--- src/hw/rtl/sps_pkg.sv ---
// shared constants, register codes and types for the stepper position step pulser
// used by every module under hw/rtl
package sps_pkg;

  // widths fixed by the item fields and registers
  localparam int RAW_W      = 12;
  localparam int ANGLE_W    = 9;
  localparam int DELAY_W    = 16;
  localparam int CFG_IDX_W  = 3;
  localparam int CFG_DATA_W = 16;

  // defaults for the top level parameters
  localparam int RAW_FULL_SCALE_DEF = 4055;
  localparam int COUNT_WIDTH_DEF    = 16;
  localparam int FIFO_DEPTH_DEF     = 8;

  // one full turn in degrees, also the error clamp
  localparam logic [ANGLE_W-1:0] ANGLE_SPAN = 9'd360;
  localparam logic [ANGLE_W-1:0] ANGLE_MAX  = 9'h1FF;
  localparam logic [ANGLE_W-1:0] HOME_ANGLE = 9'd150;

  // raw reading times the span fits in this many bits
  localparam int RAW_PROD_W = RAW_W + ANGLE_W;

  // exact divide by the span: floor(x * M / 2^SH) for x below 2^SPAN_DIV_IN_W
  localparam int                SPAN_DIV_IN_W = 25;
  localparam int                SPAN_DIV_M_W  = 26;
  localparam int                SPAN_DIV_SH   = 34;
  localparam logic [SPAN_DIV_M_W-1:0] SPAN_DIV_M = 26'd47721859;

  // register indexes
  localparam logic [CFG_IDX_W-1:0] REG_ANGLE_TOLERANCE = 3'd0;
  localparam logic [CFG_IDX_W-1:0] REG_MIN_ANGLE       = 3'd1;
  localparam logic [CFG_IDX_W-1:0] REG_MAX_ANGLE       = 3'd2;
  localparam logic [CFG_IDX_W-1:0] REG_FAST_DELAY      = 3'd3;
  localparam logic [CFG_IDX_W-1:0] REG_SLOW_DELAY      = 3'd4;

  // register reset values
  localparam logic [ANGLE_W-1:0] RST_ANGLE_TOLERANCE = 9'd0;
  localparam logic [ANGLE_W-1:0] RST_MIN_ANGLE       = 9'd5;
  localparam logic [ANGLE_W-1:0] RST_MAX_ANGLE       = 9'd355;
  localparam logic [DELAY_W-1:0] RST_FAST_DELAY      = 16'd100;
  localparam logic [DELAY_W-1:0] RST_SLOW_DELAY      = 16'd2000;

  typedef struct packed {
    logic [ANGLE_W-1:0] angle_tolerance;
    logic [ANGLE_W-1:0] angle_lo;
    logic [ANGLE_W-1:0] angle_hi;
    logic [DELAY_W-1:0] fast_delay;
    logic [DELAY_W-1:0] slow_delay;
  } sps_cfg_t;

  // classified tick handed from the front to the back
  typedef struct packed {
    logic               direction;
    logic               limited;
    logic [ANGLE_W-1:0] angle;
    logic [DELAY_W-1:0] delay;
    logic               rejected;
  } sps_item_t;

endpackage

--- src/hw/rtl/sps_cfg_regs.sv ---
// configuration register file, one write port, no read-back
// depends on sps_pkg
module sps_cfg_regs (
  input  logic                             clk_i,
  input  logic                             rst_ni,
  input  logic                             cfg_we_i,
  input  logic [sps_pkg::CFG_IDX_W-1:0]    cfg_idx_i,
  input  logic [sps_pkg::CFG_DATA_W-1:0]   cfg_wdata_i,
  output sps_pkg::sps_cfg_t                cfg_o
);

  sps_pkg::sps_cfg_t cfg_q, cfg_d;

  always_comb begin
    cfg_d = cfg_q;
    if (cfg_we_i) begin
      case (cfg_idx_i)
        sps_pkg::REG_ANGLE_TOLERANCE: cfg_d.angle_tolerance = cfg_wdata_i[sps_pkg::ANGLE_W-1:0];
        sps_pkg::REG_MIN_ANGLE:       cfg_d.angle_lo        = cfg_wdata_i[sps_pkg::ANGLE_W-1:0];
        sps_pkg::REG_MAX_ANGLE:       cfg_d.angle_hi        = cfg_wdata_i[sps_pkg::ANGLE_W-1:0];
        sps_pkg::REG_FAST_DELAY:      cfg_d.fast_delay      = cfg_wdata_i[sps_pkg::DELAY_W-1:0];
        sps_pkg::REG_SLOW_DELAY:      cfg_d.slow_delay      = cfg_wdata_i[sps_pkg::DELAY_W-1:0];
        default: ;
      endcase
    end
  end

  always_ff @(posedge clk_i or negedge rst_ni) begin
    if (!rst_ni) begin
      cfg_q.angle_tolerance <= sps_pkg::RST_ANGLE_TOLERANCE;
      cfg_q.angle_lo        <= sps_pkg::RST_MIN_ANGLE;
      cfg_q.angle_hi        <= sps_pkg::RST_MAX_ANGLE;
      cfg_q.fast_delay      <= sps_pkg::RST_FAST_DELAY;
      cfg_q.slow_delay      <= sps_pkg::RST_SLOW_DELAY;
    end else begin
      cfg_q <= cfg_d;
    end
  end

  assign cfg_o = cfg_q;

endmodule

--- src/hw/rtl/sps_front.sv ---
// front end: accepts ticks, updates the target, converts the angle,
// picks direction and computes the step half-period over four stages; uses sps_pkg
module sps_front #(
  parameter int RAW_FULL_SCALE = sps_pkg::RAW_FULL_SCALE_DEF,
  parameter int FIFO_DEPTH     = sps_pkg::FIFO_DEPTH_DEF
) (
  input  logic                                   clk_i,
  input  logic                                   rst_ni,
  input  sps_pkg::sps_cfg_t                      cfg_i,
  input  logic                                   in_valid_i,
  output logic                                   in_stall_o,
  input  logic [sps_pkg::RAW_W-1:0]              raw_angle_i,
  input  logic                                   read_ok_i,
  input  logic                                   target_valid_i,
  input  logic [sps_pkg::ANGLE_W-1:0]            target_value_i,
  input  logic [$clog2(FIFO_DEPTH+1)-1:0]        queue_count_i,
  output logic                                   push_o,
  output sps_pkg::sps_item_t                     item_o
);

  localparam int AW     = sps_pkg::ANGLE_W;
  localparam int DW     = sps_pkg::DELAY_W;
  localparam int PW     = sps_pkg::RAW_PROD_W;
  localparam int CNT_W  = $clog2(FIFO_DEPTH+1);
  localparam int SUM_W  = CNT_W + 3;
  // exact reciprocal for the raw full scale
  localparam int ANG_L  = $clog2(RAW_FULL_SCALE);
  localparam int ANG_SH = PW + ANG_L;
  localparam int ANG_MW = PW + 2;
  localparam int ANG_PW = PW + ANG_MW;
  localparam longint unsigned ANG_M =
    ((64'd1 << ANG_SH) + 64'(RAW_FULL_SCALE) - 64'd1) / 64'(RAW_FULL_SCALE);
  localparam int DIV_PW = sps_pkg::SPAN_DIV_IN_W + sps_pkg::SPAN_DIV_M_W;

  logic accept;

  logic [AW-1:0] target_q, target_d;
  logic          dir_q, dir_d;

  // stage 1
  logic          v1_q;
  logic [PW-1:0] prod1_q;
  logic [AW-1:0] tgt1_q;
  logic          rej1_q;
  // stage 2
  logic          v2_q;
  logic [AW-1:0] ang2_q, tgt2_q;
  logic          rej2_q;
  // stage 3
  logic          v3_q;
  logic [AW-1:0] ang3_q, err3_q;
  logic          dir3_q, lim3_q, rej3_q;
  // stage 4
  logic                              v4_q;
  logic [sps_pkg::SPAN_DIV_IN_W-1:0] mag4_q;
  logic                              neg4_q;
  logic [AW-1:0]                     ang4_q;
  logic                              dir4_q, lim4_q, rej4_q;

  logic          tgt_ok;
  logic [PW-1:0] prod1_d;

  logic [ANG_PW-1:0] ang_full;
  logic [AW-1:0]     ang2_d;

  logic signed [AW+1:0] cur_s, tgt_lo_s, tgt_hi_s, min_s, max_s;
  logic                 fwd, rev;
  logic [AW-1:0]        abs_err, err3_d;

  logic [DW-1:0]                     diff_mag;
  logic [sps_pkg::SPAN_DIV_IN_W-1:0] mag4_d;

  logic [DIV_PW-1:0] quot_full;
  logic [DW-1:0]     quot;

  logic [SUM_W-1:0] in_flight;

  // credit check: every tick in the pipe already owns a queue slot
  assign in_flight = SUM_W'(v1_q) + SUM_W'(v2_q) + SUM_W'(v3_q) + SUM_W'(v4_q);
  assign in_stall_o = (SUM_W'(queue_count_i) + in_flight) >= SUM_W'(FIFO_DEPTH);
  assign accept = in_valid_i && !in_stall_o;

  // target update and raw product
  always_comb begin
    tgt_ok   = (target_value_i >= cfg_i.angle_lo) && (target_value_i <= cfg_i.angle_hi);
    target_d = target_q;
    if (accept && target_valid_i && tgt_ok) begin
      target_d = target_value_i;
    end
    prod1_d = read_ok_i ? (PW'(raw_angle_i) * PW'(sps_pkg::ANGLE_SPAN)) : '0;
  end

  // angle in whole degrees, saturated
  always_comb begin
    ang_full = (ANG_PW'(prod1_q) * ANG_PW'(ANG_M[ANG_MW-1:0])) >> ANG_SH;
    ang2_d   = (ang_full > ANG_PW'(sps_pkg::ANGLE_MAX)) ? sps_pkg::ANGLE_MAX : ang_full[AW-1:0];
  end

  // direction against target +/- tolerance and the limits
  always_comb begin
    cur_s    = $signed({2'b00, ang2_q});
    min_s    = $signed({2'b00, cfg_i.angle_lo});
    max_s    = $signed({2'b00, cfg_i.angle_hi});
    tgt_lo_s = $signed({2'b00, tgt2_q}) - $signed({2'b00, cfg_i.angle_tolerance});
    tgt_hi_s = $signed({2'b00, tgt2_q}) + $signed({2'b00, cfg_i.angle_tolerance});
    fwd      = (cur_s < tgt_lo_s) && (cur_s > min_s);
    rev      = !fwd && (cur_s > tgt_hi_s) && (cur_s < max_s);
    dir_d    = dir_q;
    if (v2_q && fwd) begin
      dir_d = 1'b0;
    end else if (v2_q && rev) begin
      dir_d = 1'b1;
    end
    abs_err = (ang2_q >= tgt2_q) ? (ang2_q - tgt2_q) : (tgt2_q - ang2_q);
    err3_d  = (abs_err > sps_pkg::ANGLE_SPAN) ? sps_pkg::ANGLE_SPAN : abs_err;
  end

  // error times delay span, kept as sign and magnitude
  always_comb begin
    diff_mag = (cfg_i.fast_delay >= cfg_i.slow_delay) ? (cfg_i.fast_delay - cfg_i.slow_delay)
                                                      : (cfg_i.slow_delay - cfg_i.fast_delay);
    mag4_d   = sps_pkg::SPAN_DIV_IN_W'(err3_q) * sps_pkg::SPAN_DIV_IN_W'(diff_mag);
  end

  // divide by the span, truncating toward zero, then offset from slow delay
  always_comb begin
    quot_full = (DIV_PW'(mag4_q) * DIV_PW'(sps_pkg::SPAN_DIV_M)) >> sps_pkg::SPAN_DIV_SH;
    quot      = quot_full[DW-1:0];
    item_o.direction = dir4_q;
    item_o.limited   = lim4_q;
    item_o.angle     = ang4_q;
    item_o.delay     = neg4_q ? (cfg_i.slow_delay - quot) : (cfg_i.slow_delay + quot);
    item_o.rejected  = rej4_q;
  end

  assign push_o = v4_q;

  always_ff @(posedge clk_i or negedge rst_ni) begin
    if (!rst_ni) begin
      target_q <= sps_pkg::HOME_ANGLE;
      dir_q    <= 1'b0;
      v1_q     <= 1'b0;
      v2_q     <= 1'b0;
      v3_q     <= 1'b0;
      v4_q     <= 1'b0;
    end else begin
      target_q <= target_d;
      dir_q    <= dir_d;
      v1_q     <= accept;
      v2_q     <= v1_q;
      v3_q     <= v2_q;
      v4_q     <= v3_q;
    end
  end

  always_ff @(posedge clk_i) begin
    prod1_q <= prod1_d;
    tgt1_q  <= target_d;
    rej1_q  <= target_valid_i && !tgt_ok;

    ang2_q  <= ang2_d;
    tgt2_q  <= tgt1_q;
    rej2_q  <= rej1_q;

    ang3_q  <= ang2_q;
    err3_q  <= err3_d;
    dir3_q  <= dir_d;
    lim3_q  <= !fwd && !rev;
    rej3_q  <= rej2_q;

    mag4_q  <= mag4_d;
    neg4_q  <= cfg_i.fast_delay < cfg_i.slow_delay;
    ang4_q  <= ang3_q;
    dir4_q  <= dir3_q;
    lim4_q  <= lim3_q;
    rej4_q  <= rej3_q;
  end

endmodule

--- src/hw/rtl/sps_queue.sv ---
// short queue of classified ticks between front and back
// depends on sps_pkg for the entry type
module sps_queue #(
  parameter int FIFO_DEPTH = sps_pkg::FIFO_DEPTH_DEF
) (
  input  logic                              clk_i,
  input  logic                              rst_ni,
  input  logic                              push_i,
  input  sps_pkg::sps_item_t                item_i,
  input  logic                              pop_i,
  output sps_pkg::sps_item_t                item_o,
  output logic [$clog2(FIFO_DEPTH+1)-1:0]   count_o
);

  // depth of two or more
  localparam int PTR_W = $clog2(FIFO_DEPTH);
  localparam int CNT_W = $clog2(FIFO_DEPTH+1);

  sps_pkg::sps_item_t entry_q [FIFO_DEPTH];

  logic [PTR_W-1:0] wr_ptr_q, wr_ptr_d, rd_ptr_q, rd_ptr_d;
  logic [CNT_W-1:0] count_q, count_d;

  always_comb begin
    wr_ptr_d = wr_ptr_q;
    rd_ptr_d = rd_ptr_q;
    count_d  = count_q;
    if (push_i) begin
      wr_ptr_d = (wr_ptr_q == PTR_W'(FIFO_DEPTH-1)) ? '0 : wr_ptr_q + 1'b1;
    end
    if (pop_i) begin
      rd_ptr_d = (rd_ptr_q == PTR_W'(FIFO_DEPTH-1)) ? '0 : rd_ptr_q + 1'b1;
    end
    if (push_i && !pop_i) begin
      count_d = count_q + 1'b1;
    end else if (pop_i && !push_i) begin
      count_d = count_q - 1'b1;
    end
  end

  always_ff @(posedge clk_i or negedge rst_ni) begin
    if (!rst_ni) begin
      wr_ptr_q <= '0;
      rd_ptr_q <= '0;
      count_q  <= '0;
    end else begin
      wr_ptr_q <= wr_ptr_d;
      rd_ptr_q <= rd_ptr_d;
      count_q  <= count_d;
    end
  end

  always_ff @(posedge clk_i) begin
    if (push_i) begin
      entry_q[wr_ptr_q] <= item_i;
    end
  end

  assign item_o  = entry_q[rd_ptr_q];
  assign count_o = count_q;

endmodule

--- src/hw/rtl/sps_back.sv ---
// back end: tick counter, step toggle and the output register
// depends on sps_pkg for the entry type
module sps_back #(
  parameter int COUNT_WIDTH = sps_pkg::COUNT_WIDTH_DEF
) (
  input  logic                            clk_i,
  input  logic                            rst_ni,
  input  logic                            item_valid_i,
  input  sps_pkg::sps_item_t              item_i,
  output logic                            pop_o,
  output logic                            out_valid_o,
  input  logic                            out_stall_i,
  output logic                            step_level_o,
  output logic                            direction_o,
  output logic                            limited_o,
  output logic [sps_pkg::ANGLE_W-1:0]     current_angle_o,
  output logic [sps_pkg::DELAY_W-1:0]     step_delay_o,
  output logic                            target_rejected_o
);

  localparam int CMP_W = (COUNT_WIDTH > sps_pkg::DELAY_W) ? COUNT_WIDTH : sps_pkg::DELAY_W;

  logic [COUNT_WIDTH-1:0] elapsed_q, elapsed_d, elapsed_inc;
  logic                   step_q, step_d;
  logic                   out_valid_q, out_valid_d;
  logic                   toggle;

  sps_pkg::sps_item_t out_item_q;

  assign pop_o = item_valid_i && (!out_valid_q || !out_stall_i);

  always_comb begin
    // saturating tick count
    elapsed_inc = (elapsed_q == '1) ? elapsed_q : elapsed_q + 1'b1;
    toggle      = !item_i.limited && (CMP_W'(elapsed_inc) >= CMP_W'(item_i.delay));
    elapsed_d   = elapsed_q;
    step_d      = step_q;
    out_valid_d = out_valid_q && out_stall_i;
    if (pop_o) begin
      elapsed_d   = toggle ? '0 : elapsed_inc;
      step_d      = step_q ^ toggle;
      out_valid_d = 1'b1;
    end
  end

  always_ff @(posedge clk_i or negedge rst_ni) begin
    if (!rst_ni) begin
      elapsed_q   <= '1;
      step_q      <= 1'b0;
      out_valid_q <= 1'b0;
    end else begin
      elapsed_q   <= elapsed_d;
      step_q      <= step_d;
      out_valid_q <= out_valid_d;
    end
  end

  always_ff @(posedge clk_i) begin
    if (pop_o) begin
      out_item_q <= item_i;
    end
  end

  assign out_valid_o       = out_valid_q;
  assign step_level_o      = step_q;
  assign direction_o       = out_item_q.direction;
  assign limited_o         = out_item_q.limited;
  assign current_angle_o   = out_item_q.angle;
  assign step_delay_o      = out_item_q.delay;
  assign target_rejected_o = out_item_q.rejected;

endmodule

--- src/hw/rtl/stepper_position_step_pulser_top.sv ---
// path: a tick passes the four front stages, the queue and the back end output register
// throughput: one tick per cycle unless a stall holds it, set by the back end tick counter
// front stages hold queue credits; input stalls when queued plus staged ticks hit the depth
// reset: registers to defaults, target 150, direction ccw, step low, tick count saturated
// no clearing pass; ticks are taken from the first cycle after reset
module stepper_position_step_pulser_top #(
  parameter int RAW_FULL_SCALE = sps_pkg::RAW_FULL_SCALE_DEF,
  parameter int COUNT_WIDTH    = sps_pkg::COUNT_WIDTH_DEF,
  parameter int FIFO_DEPTH     = sps_pkg::FIFO_DEPTH_DEF
) (
  input  logic                             clk_i,
  input  logic                             rst_ni,
  input  logic                             cfg_we_i,
  input  logic [sps_pkg::CFG_IDX_W-1:0]    cfg_idx_i,
  input  logic [sps_pkg::CFG_DATA_W-1:0]   cfg_wdata_i,
  input  logic                             in_valid_i,
  output logic                             in_stall_o,
  input  logic [sps_pkg::RAW_W-1:0]        raw_angle_i,
  input  logic                             read_ok_i,
  input  logic                             target_valid_i,
  input  logic [sps_pkg::ANGLE_W-1:0]      target_value_i,
  output logic                             out_valid_o,
  input  logic                             out_stall_i,
  output logic                             step_level_o,
  output logic                             direction_o,
  output logic                             limited_o,
  output logic [sps_pkg::ANGLE_W-1:0]      current_angle_o,
  output logic [sps_pkg::DELAY_W-1:0]      step_delay_o,
  output logic                             target_rejected_o
);

  localparam int CNT_W = $clog2(FIFO_DEPTH+1);

  sps_pkg::sps_cfg_t  cfg;
  sps_pkg::sps_item_t push_item, head_item;
  logic               push, pop;
  logic [CNT_W-1:0]   q_count;

  sps_cfg_regs u_cfg (
    .clk_i       (clk_i),
    .rst_ni      (rst_ni),
    .cfg_we_i    (cfg_we_i),
    .cfg_idx_i   (cfg_idx_i),
    .cfg_wdata_i (cfg_wdata_i),
    .cfg_o       (cfg)
  );

  sps_front #(
    .RAW_FULL_SCALE (RAW_FULL_SCALE),
    .FIFO_DEPTH     (FIFO_DEPTH)
  ) u_front (
    .clk_i          (clk_i),
    .rst_ni         (rst_ni),
    .cfg_i          (cfg),
    .in_valid_i     (in_valid_i),
    .in_stall_o     (in_stall_o),
    .raw_angle_i    (raw_angle_i),
    .read_ok_i      (read_ok_i),
    .target_valid_i (target_valid_i),
    .target_value_i (target_value_i),
    .queue_count_i  (q_count),
    .push_o         (push),
    .item_o         (push_item)
  );

  sps_queue #(
    .FIFO_DEPTH (FIFO_DEPTH)
  ) u_queue (
    .clk_i   (clk_i),
    .rst_ni  (rst_ni),
    .push_i  (push),
    .item_i  (push_item),
    .pop_i   (pop),
    .item_o  (head_item),
    .count_o (q_count)
  );

  sps_back #(
    .COUNT_WIDTH (COUNT_WIDTH)
  ) u_back (
    .clk_i             (clk_i),
    .rst_ni            (rst_ni),
    .item_valid_i      (q_count != '0),
    .item_i            (head_item),
    .pop_o             (pop),
    .out_valid_o       (out_valid_o),
    .out_stall_i       (out_stall_i),
    .step_level_o      (step_level_o),
    .direction_o       (direction_o),
    .limited_o         (limited_o),
    .current_angle_o   (current_angle_o),
    .step_delay_o      (step_delay_o),
    .target_rejected_o (target_rejected_o)
  );

  // the credit check must keep the queue from ever filling past its depth
  a_queue_no_overflow: assert property (
    @(posedge clk_i) disable iff (!rst_ni)
    push |-> (q_count < CNT_W'(FIFO_DEPTH))
  ) else $error("queue push while full");

  a_pop_nonempty: assert property (
    @(posedge clk_i) disable iff (!rst_ni)
    pop |-> (q_count != '0)
  ) else $error("queue pop while empty");

  // a held motor leaves the step level alone
  a_limited_holds_step: assert property (
    @(posedge clk_i) disable iff (!rst_ni)
    (pop && head_item.limited) |=> (step_level_o == $past(step_level_o))
  ) else $error("step toggled on a limited tick");

endmodule
--- config.mk ---
export PLATFORM = sky130hd
export DESIGN_NAME = stepper_position_step_pulser_top
export DESIGN_NICKNAME = d
export VERILOG_FILES = /design/src/hw/rtl/sps_pkg.sv /design/src/hw/rtl/sps_cfg_regs.sv /design/src/hw/rtl/sps_front.sv /design/src/hw/rtl/sps_queue.sv /design/src/hw/rtl/sps_back.sv /design/src/hw/rtl/stepper_position_step_pulser_top.sv
export SDC_FILE = /design/constraint.sdc
export NUM_CORES = 2
export LEC_CHECK = 0
export BUFFER_PORTS_ARGS = -buffer_cell sky130_fd_sc_hd__buf_2
export CAP_MARGIN = 20
export CORE_MARGIN = 10
export CORE_UTILIZATION = 55
export CTS_CLUSTER_DIAMETER = 80
export DETAILED_ROUTE_END_ITERATION = 10
export PLACE_DENSITY_LB_ADDON = 0.1
export SYNTH_ARGS = -nofsm -noshare
export SYNTH_HDL_FRONTEND = slang
export SYNTH_SLANG_ARGS = --single-unit
--- constraint.sdc ---
create_clock -name clk_i -period 10.7 [get_ports clk_i]
set_input_delay 1.605 -clock clk_i [delete_from_list [all_inputs] [get_ports clk_i]]
set_output_delay 1.605 -clock clk_i [all_outputs]
set_load 0.02 [all_outputs]
Yosys cells after proc, flatten, opt, wreduce, memory -nomap -nowiden
Memory sizes are Yosys's and may differ from the RTL's.
Index checks and enable logic that the tools add are counted.
- bits in registers: 238
- latch bits: 0
- bits in writable memories: 224
- ROM bits: 0
- input bits: 47
- memories: 1
- memory list (memory ; depth ; width ; read ports ; clocked after Yosys merged registers in ; write ports ; RTL line ; RTL):
    u_queue.entry_q ; 8 ; 28 ; 1 ; 0 ; 1 ; sps_queue.sv:19 ; sps_pkg::sps_item_t entry_q [FIFO_DEPTH];
- add/sub/neg operators: 17
- $mul: 4
- divide/modulo/power cells: 0
- order comparisons: 13
- equality and inequality tests: 7
- shift-type cells: 0
- multiplexer cells: 15
- bitwise logic cells: 1
- reductions and logical operators: 34
- operators with widths (operator ; number):
    16-bit two-way mux ; 4
    25-bit by 26-bit multiplier with 50-bit output, second input constant ; 1
    16-bit subtractor ; 3
    21-bit by 22-bit multiplier with 43-bit output, second input constant ; 1
    16-bit >= comparator ; 2
    9-bit by 16-bit multiplier with 25-bit output ; 1
    9-bit >= comparator ; 2
    12-bit by 6-bit multiplier with 18-bit output, second input constant ; 1
    9-bit two-way mux ; 2
    9-bit subtractor ; 2
    16-bit by 1-bit adder with 16-bit output, second input constant ; 1
    16-bit adder ; 1
    16-bit equality test, second input constant ; 1
    1-bit logical AND ; 16
    16-bit less-than comparator ; 1
    7-bit by 1-bit adder with 7-bit output ; 2
    10-bit by 11-bit > comparator with 1-bit output ; 1
    10-bit by 11-bit less-than comparator with 1-bit output ; 1
    9-bit by 9-bit adder with 10-bit output ; 1
    10-bit by 9-bit > comparator with 1-bit output, second input constant ; 1
    2-bit AND reduction ; 5
    9-bit by 9-bit subtractor with 10-bit output ; 1
    3-bit equality test, second input constant ; 3
    9-bit > comparator ; 1
    other kinds (20) ; 36

Longest topological paths before layout
- depth after elaboration: 10
- gate-level depth with buffers: 39
- depth with buffers taken out: 39

Hierarchy
Synthesis repeated with hierarchy kept, for this count alone.
- cell total of the unflattened synthesis: 3687
- area total of the unflattened synthesis: 41581.1 um^2
- modules (own cells, without submodules) (module ; times used ; cells each ; area an instance (um^2)):
    sps_front ; 1 ; 2948 ; 27715.3
    sps_queue ; 1 ; 386 ; 9132.5
    sps_back ; 1 ; 224 ; 2464.9
    sps_cfg_regs ; 1 ; 128 ; 2260.9
    stepper_position_step_pulser_top ; 1 ; 1 ; 7.5

Worst setup path after synthesis
Ideal clock, no wire load.
- path type: flip-flop to flip-flop
- from: reg u_front.mag4_q[24] (netlist bit)
- to: mem u_queue.entry_q[0][16] (netlist bit) (data pin)
- library setup time: 0.290 ns
- arrival time: 8.540 ns
- required time: 10.410 ns
- slack: 1.869 ns
- cell stages (with the launch flop): 35
- period minus slack after synthesis: 8.831 ns
- cell sequence: dfxtp_1 ha_1 fa_1 inv_1 fa_1 inv_1 fa_1 inv_1 fa_1 inv_1 fa_1 inv_1 fa_1 inv_1 ha_1 nand2_1 or3_1 o21bai_1 a31o_1 a21o_1 o311ai_4 a21oi_2 xnor2_2 nor3_1 a21oi_1 xor2_1 ha_1 or3_1 a2111oi_0 nor3_1 a21o_1 a21o_1 a21oi_1 o21bai_1 xnor3_1
- RTL lines (item ; RTL line ; RTL):
    start, declared ; sps_front.sv:55 ; logic [sps_pkg::SPAN_DIV_IN_W-1:0] mag4_q;
    start signal, assigned ; sps_front.sv:171 ; mag4_q <= mag4_d;
    end, declared ; sps_queue.sv:19 ;

==> flow_metrics.py <==
metrics = {
    "grt": {
        "track_usage_pct": 21.8,
        "antenna_found_initial": 3,
        "grt_max_degree": 59,
        "overflow": 0,
        "first_global_vias": 27500,
        "grt_pass1_wl_um": 148000,
    },
    "synthesis": {
        "synth_simple_gate_area_share_pct": 8.29,
        "ys_seq_elements": 459,
        "synth_flop_cell": "edfxtp_1",
        "synth_nets": 4892,
        "synthDistinctLibCells": 90,
        "synth_compound_area_share_pct": 7.96,
        "synthCells": 3805,
        "synth-edff-count": 252,
        "yosysWarnings": 0,
        "synth_mux_area_share_pct": 5.08,
        "synth_async_sr_flop_share_pct": 22.0,
        "ys_seq_area_share_pct": 29.7,
        "synth_top_family_by_area": "adder cells",
        "synth_area_um2": 41300,
        "synthAdderAreaFrac_pct": 38.6,
        "syn_area_per_cell_um2": 10.9,
        "synthXorXnorAreaFrac_pct": 2.79,
    },
    "clocking": {
        "postCtsHoldBufs": 0,
        "htreeDepth": 2,
        "cts_buffers": 49,
        "post_cts_resized": 0,
        "cts_setup_buffers": 0,
        "ctsLongestPathBuffers": 3,
        "cts_sinks": 459,
        "clockRootBuffer": "clkbuf_16",
        "cts_tree": "yes",
        "clkTransAtPathRegs_ps": 60,
        "clk_latency_ps": 620,
    },
    "sta": {
        "drv_slew": 0,
        "fmax_ghz": 0.103,
        "period_needed_ps": 9720,
        "tightest_slew_ps": 1110,
        "skew_ps": 50.5,
        "relSlewSlack_pct": 26.0,
        "tns_ps": 0,
        "setup_viol": 0,
        "hold_slack_ps": 325,
        "hold_violations": 0,
        "rsz0062_at_grt": "no",
        "fin_crit_sh_pct": 90.8,
    },
    "placement": {
        "dp_hpwl_um": 74200,
        "routabilityCongestion": 0.918,
        "io_buffers": 77,
        "dp.cells": 4804,
    },
    "worst_setup_path": {
        "worstSetupPathType": "reg -> reg",
        "crit_buf_inv": 6,
        "crit_path_top_delay_cell": "nor4_1",
        "max_stage_delay_ps": 690,
        "crit_arrival_ps": 10020,
        "cp-end-kind": "flip-flop",
        "crit_path_start_kind": "flip-flop",
        "path_delay_family": "adder cells",
        "path_max_fanout": 8,
        "crit_required_ps": 11000,
    },
    "route": {
        "wl_um": 91900,
        "drt_pass1_iterations": 6,
        "vias": 26500,
        "wire_per_inst_um": 18.8,
        "antenna_left": 0,
        "drc": 0,
        "viasPerCell": 5.41,
        "dr.first_iter.drc_count": 1453,
    },
    "die": {
        "dieArea_um2": 86500,
        "dieHeight_um": 294,
        "die_x_um": 294,
        "rows": 100,
        "initial_utilization_pct": 55.5,
        "ios": 78,
        "core-area_um2": 74400,
    },
    "cells_and_area": {
        "area_growth_pct": 7.79,
        "diodes": 0,
        "fin_cells": 4898,
        "drive_gt1_share_pct": 9.14,
        "fin_nets": 4975,
    },
    "run": {
        "cap_violations": 0,
    },
    "status": {
        "outcome": "finished, final reports clean",
    },
    "hold_path": {
        "hp-class": "reg -> reg",
    },
}
==> cells in the final DEF, fill, tap and decap left out, drive strengths merged, types with 7 or more instances in the layout <==
cell,count
inv,763
ha,649
fa,391
nand2,255
edfxtp,252
nor2,137
o21ai,131
a21oi,130
dfxtp,106
buf,101
xnor2,86
clkbuf,68
and2,67
dfrtp,65
mux4,56
a21o,54
mux2,53
nor2b,50
nor3,50
nand3,48
xor2,42
o21a,39
dfstp,36
mux2i,24
nand4,24
nand2b,22
clkinv,19
a211oi,17
o21bai,16
and3,15
o211ai,14
a31oi,12
nor3b,11
or3,10
a21boi,10
a311oi,7
==> per-layer routing <==
metal	up-vias	GRT usage, %	share of wire [%]
met4	6	5.25	2.3
met5	-	0	0.047
met1	13000	29.1	45
met2	465	37.1	48
li1	12900	-	-
met3	122	3.02	4.4
==> area by class of cell <==
type | instances | area, um^2
Multi-Input combinational cell | 2515 | 26000
Sequential cell | 459 | 12300
Clock buffer | 68 | 1380
Clock inverter | 24 | 223
Fill cell | 6264 | 29900
Tap cell | 969 | 1210
Timing Repair Buffer | 101 | 601
Inverter | 762 | 2860
==> per-stage QoR <==
| step | setup slack, ps | instance area, um^2 | utilization [%] |
|---|---|---|---|
| final | 980 | 44500 | 59.8 |
| after global routing | 424 | 44500 | 59.8 |
| after CTS | 1020 | 44500 | 59.7 |
| after detailed placement | 1030 | 42900 | 57.6 |
| after global placement | 1120 | 42900 | 57.6 |
| after floorplan | 1870 | 41300 | - |
==> registers in the layout, summed over array words and instances (netlist names), 3 cells and up <==
register / count
u_cfg.cfg_o: 59
u_queue.wr_ptr_q: 3
u_back.step_delay_o: 16
u_front.err3_q: 9
u_front.mag4_q: 25
u_queue.count_o: 4
u_front.tgt2_q: 9
u_front.tgt1_q: 9
u_back.elapsed_q: 16
u_front.target_q: 9
u_front.ang2_q: 9
u_queue.rd_ptr_q: 3
u_queue.entry_q: 224
u_front.ang4_q: 9
u_front.prod1_q: 18
u_front.ang3_q: 9
u_back.current_angle_o: 9
==> cell families (layout without fill, tap and decap cells) <==
group,Yosys count,count (layout)
AOI/OAI and AO/OA,501,501
adders and majority gates,1040,1040
DFF,459,459
buffers and inverters,831,955
and+or+nand+nor,712,712
muxes,133,133
xor gates and xnor gates,129,129
==> cells in the mapped netlist, types with 65 or more instances <==
cell	instances	area, um^2
a21oi_1	128	641
nand2_1	254	953
dfxtp_1	106	2120
and2_1	67	419
xnor2_1	85	744
o21ai_0	126	631
edfxtp_1	252	7570
fa_1	391	7830
dfrtp_1	65	1630
nor2_1	136	510
ha_1	649	8120
inv_1	761	2860
==> final timing paths <==
kind | from | end | slack [ps] | cells past startpoint
min | u_front.tgt1_q[3] | u_front.tgt2_q[3] | 330 | 0
min reg2reg | u_front.tgt1_q[3] | u_front.tgt2_q[3] | 330 | 0
max | u_front.mag4_q[24] | u_queue.entry_q[4][16] | 980 | 33
max reg2reg | u_front.mag4_q[24] | u_queue.entry_q[4][16] | 980 | 33
min in group asynchronous | rst_ni | u_cfg.cfg_o[39] | 1070 | 1
max in group asynchronous | rst_ni | u_cfg.cfg_o[28] | 8430 | 2
Power is not shown: default switching activity piles up to over one toggle a cycle in this logic, so the estimate is an artifact.
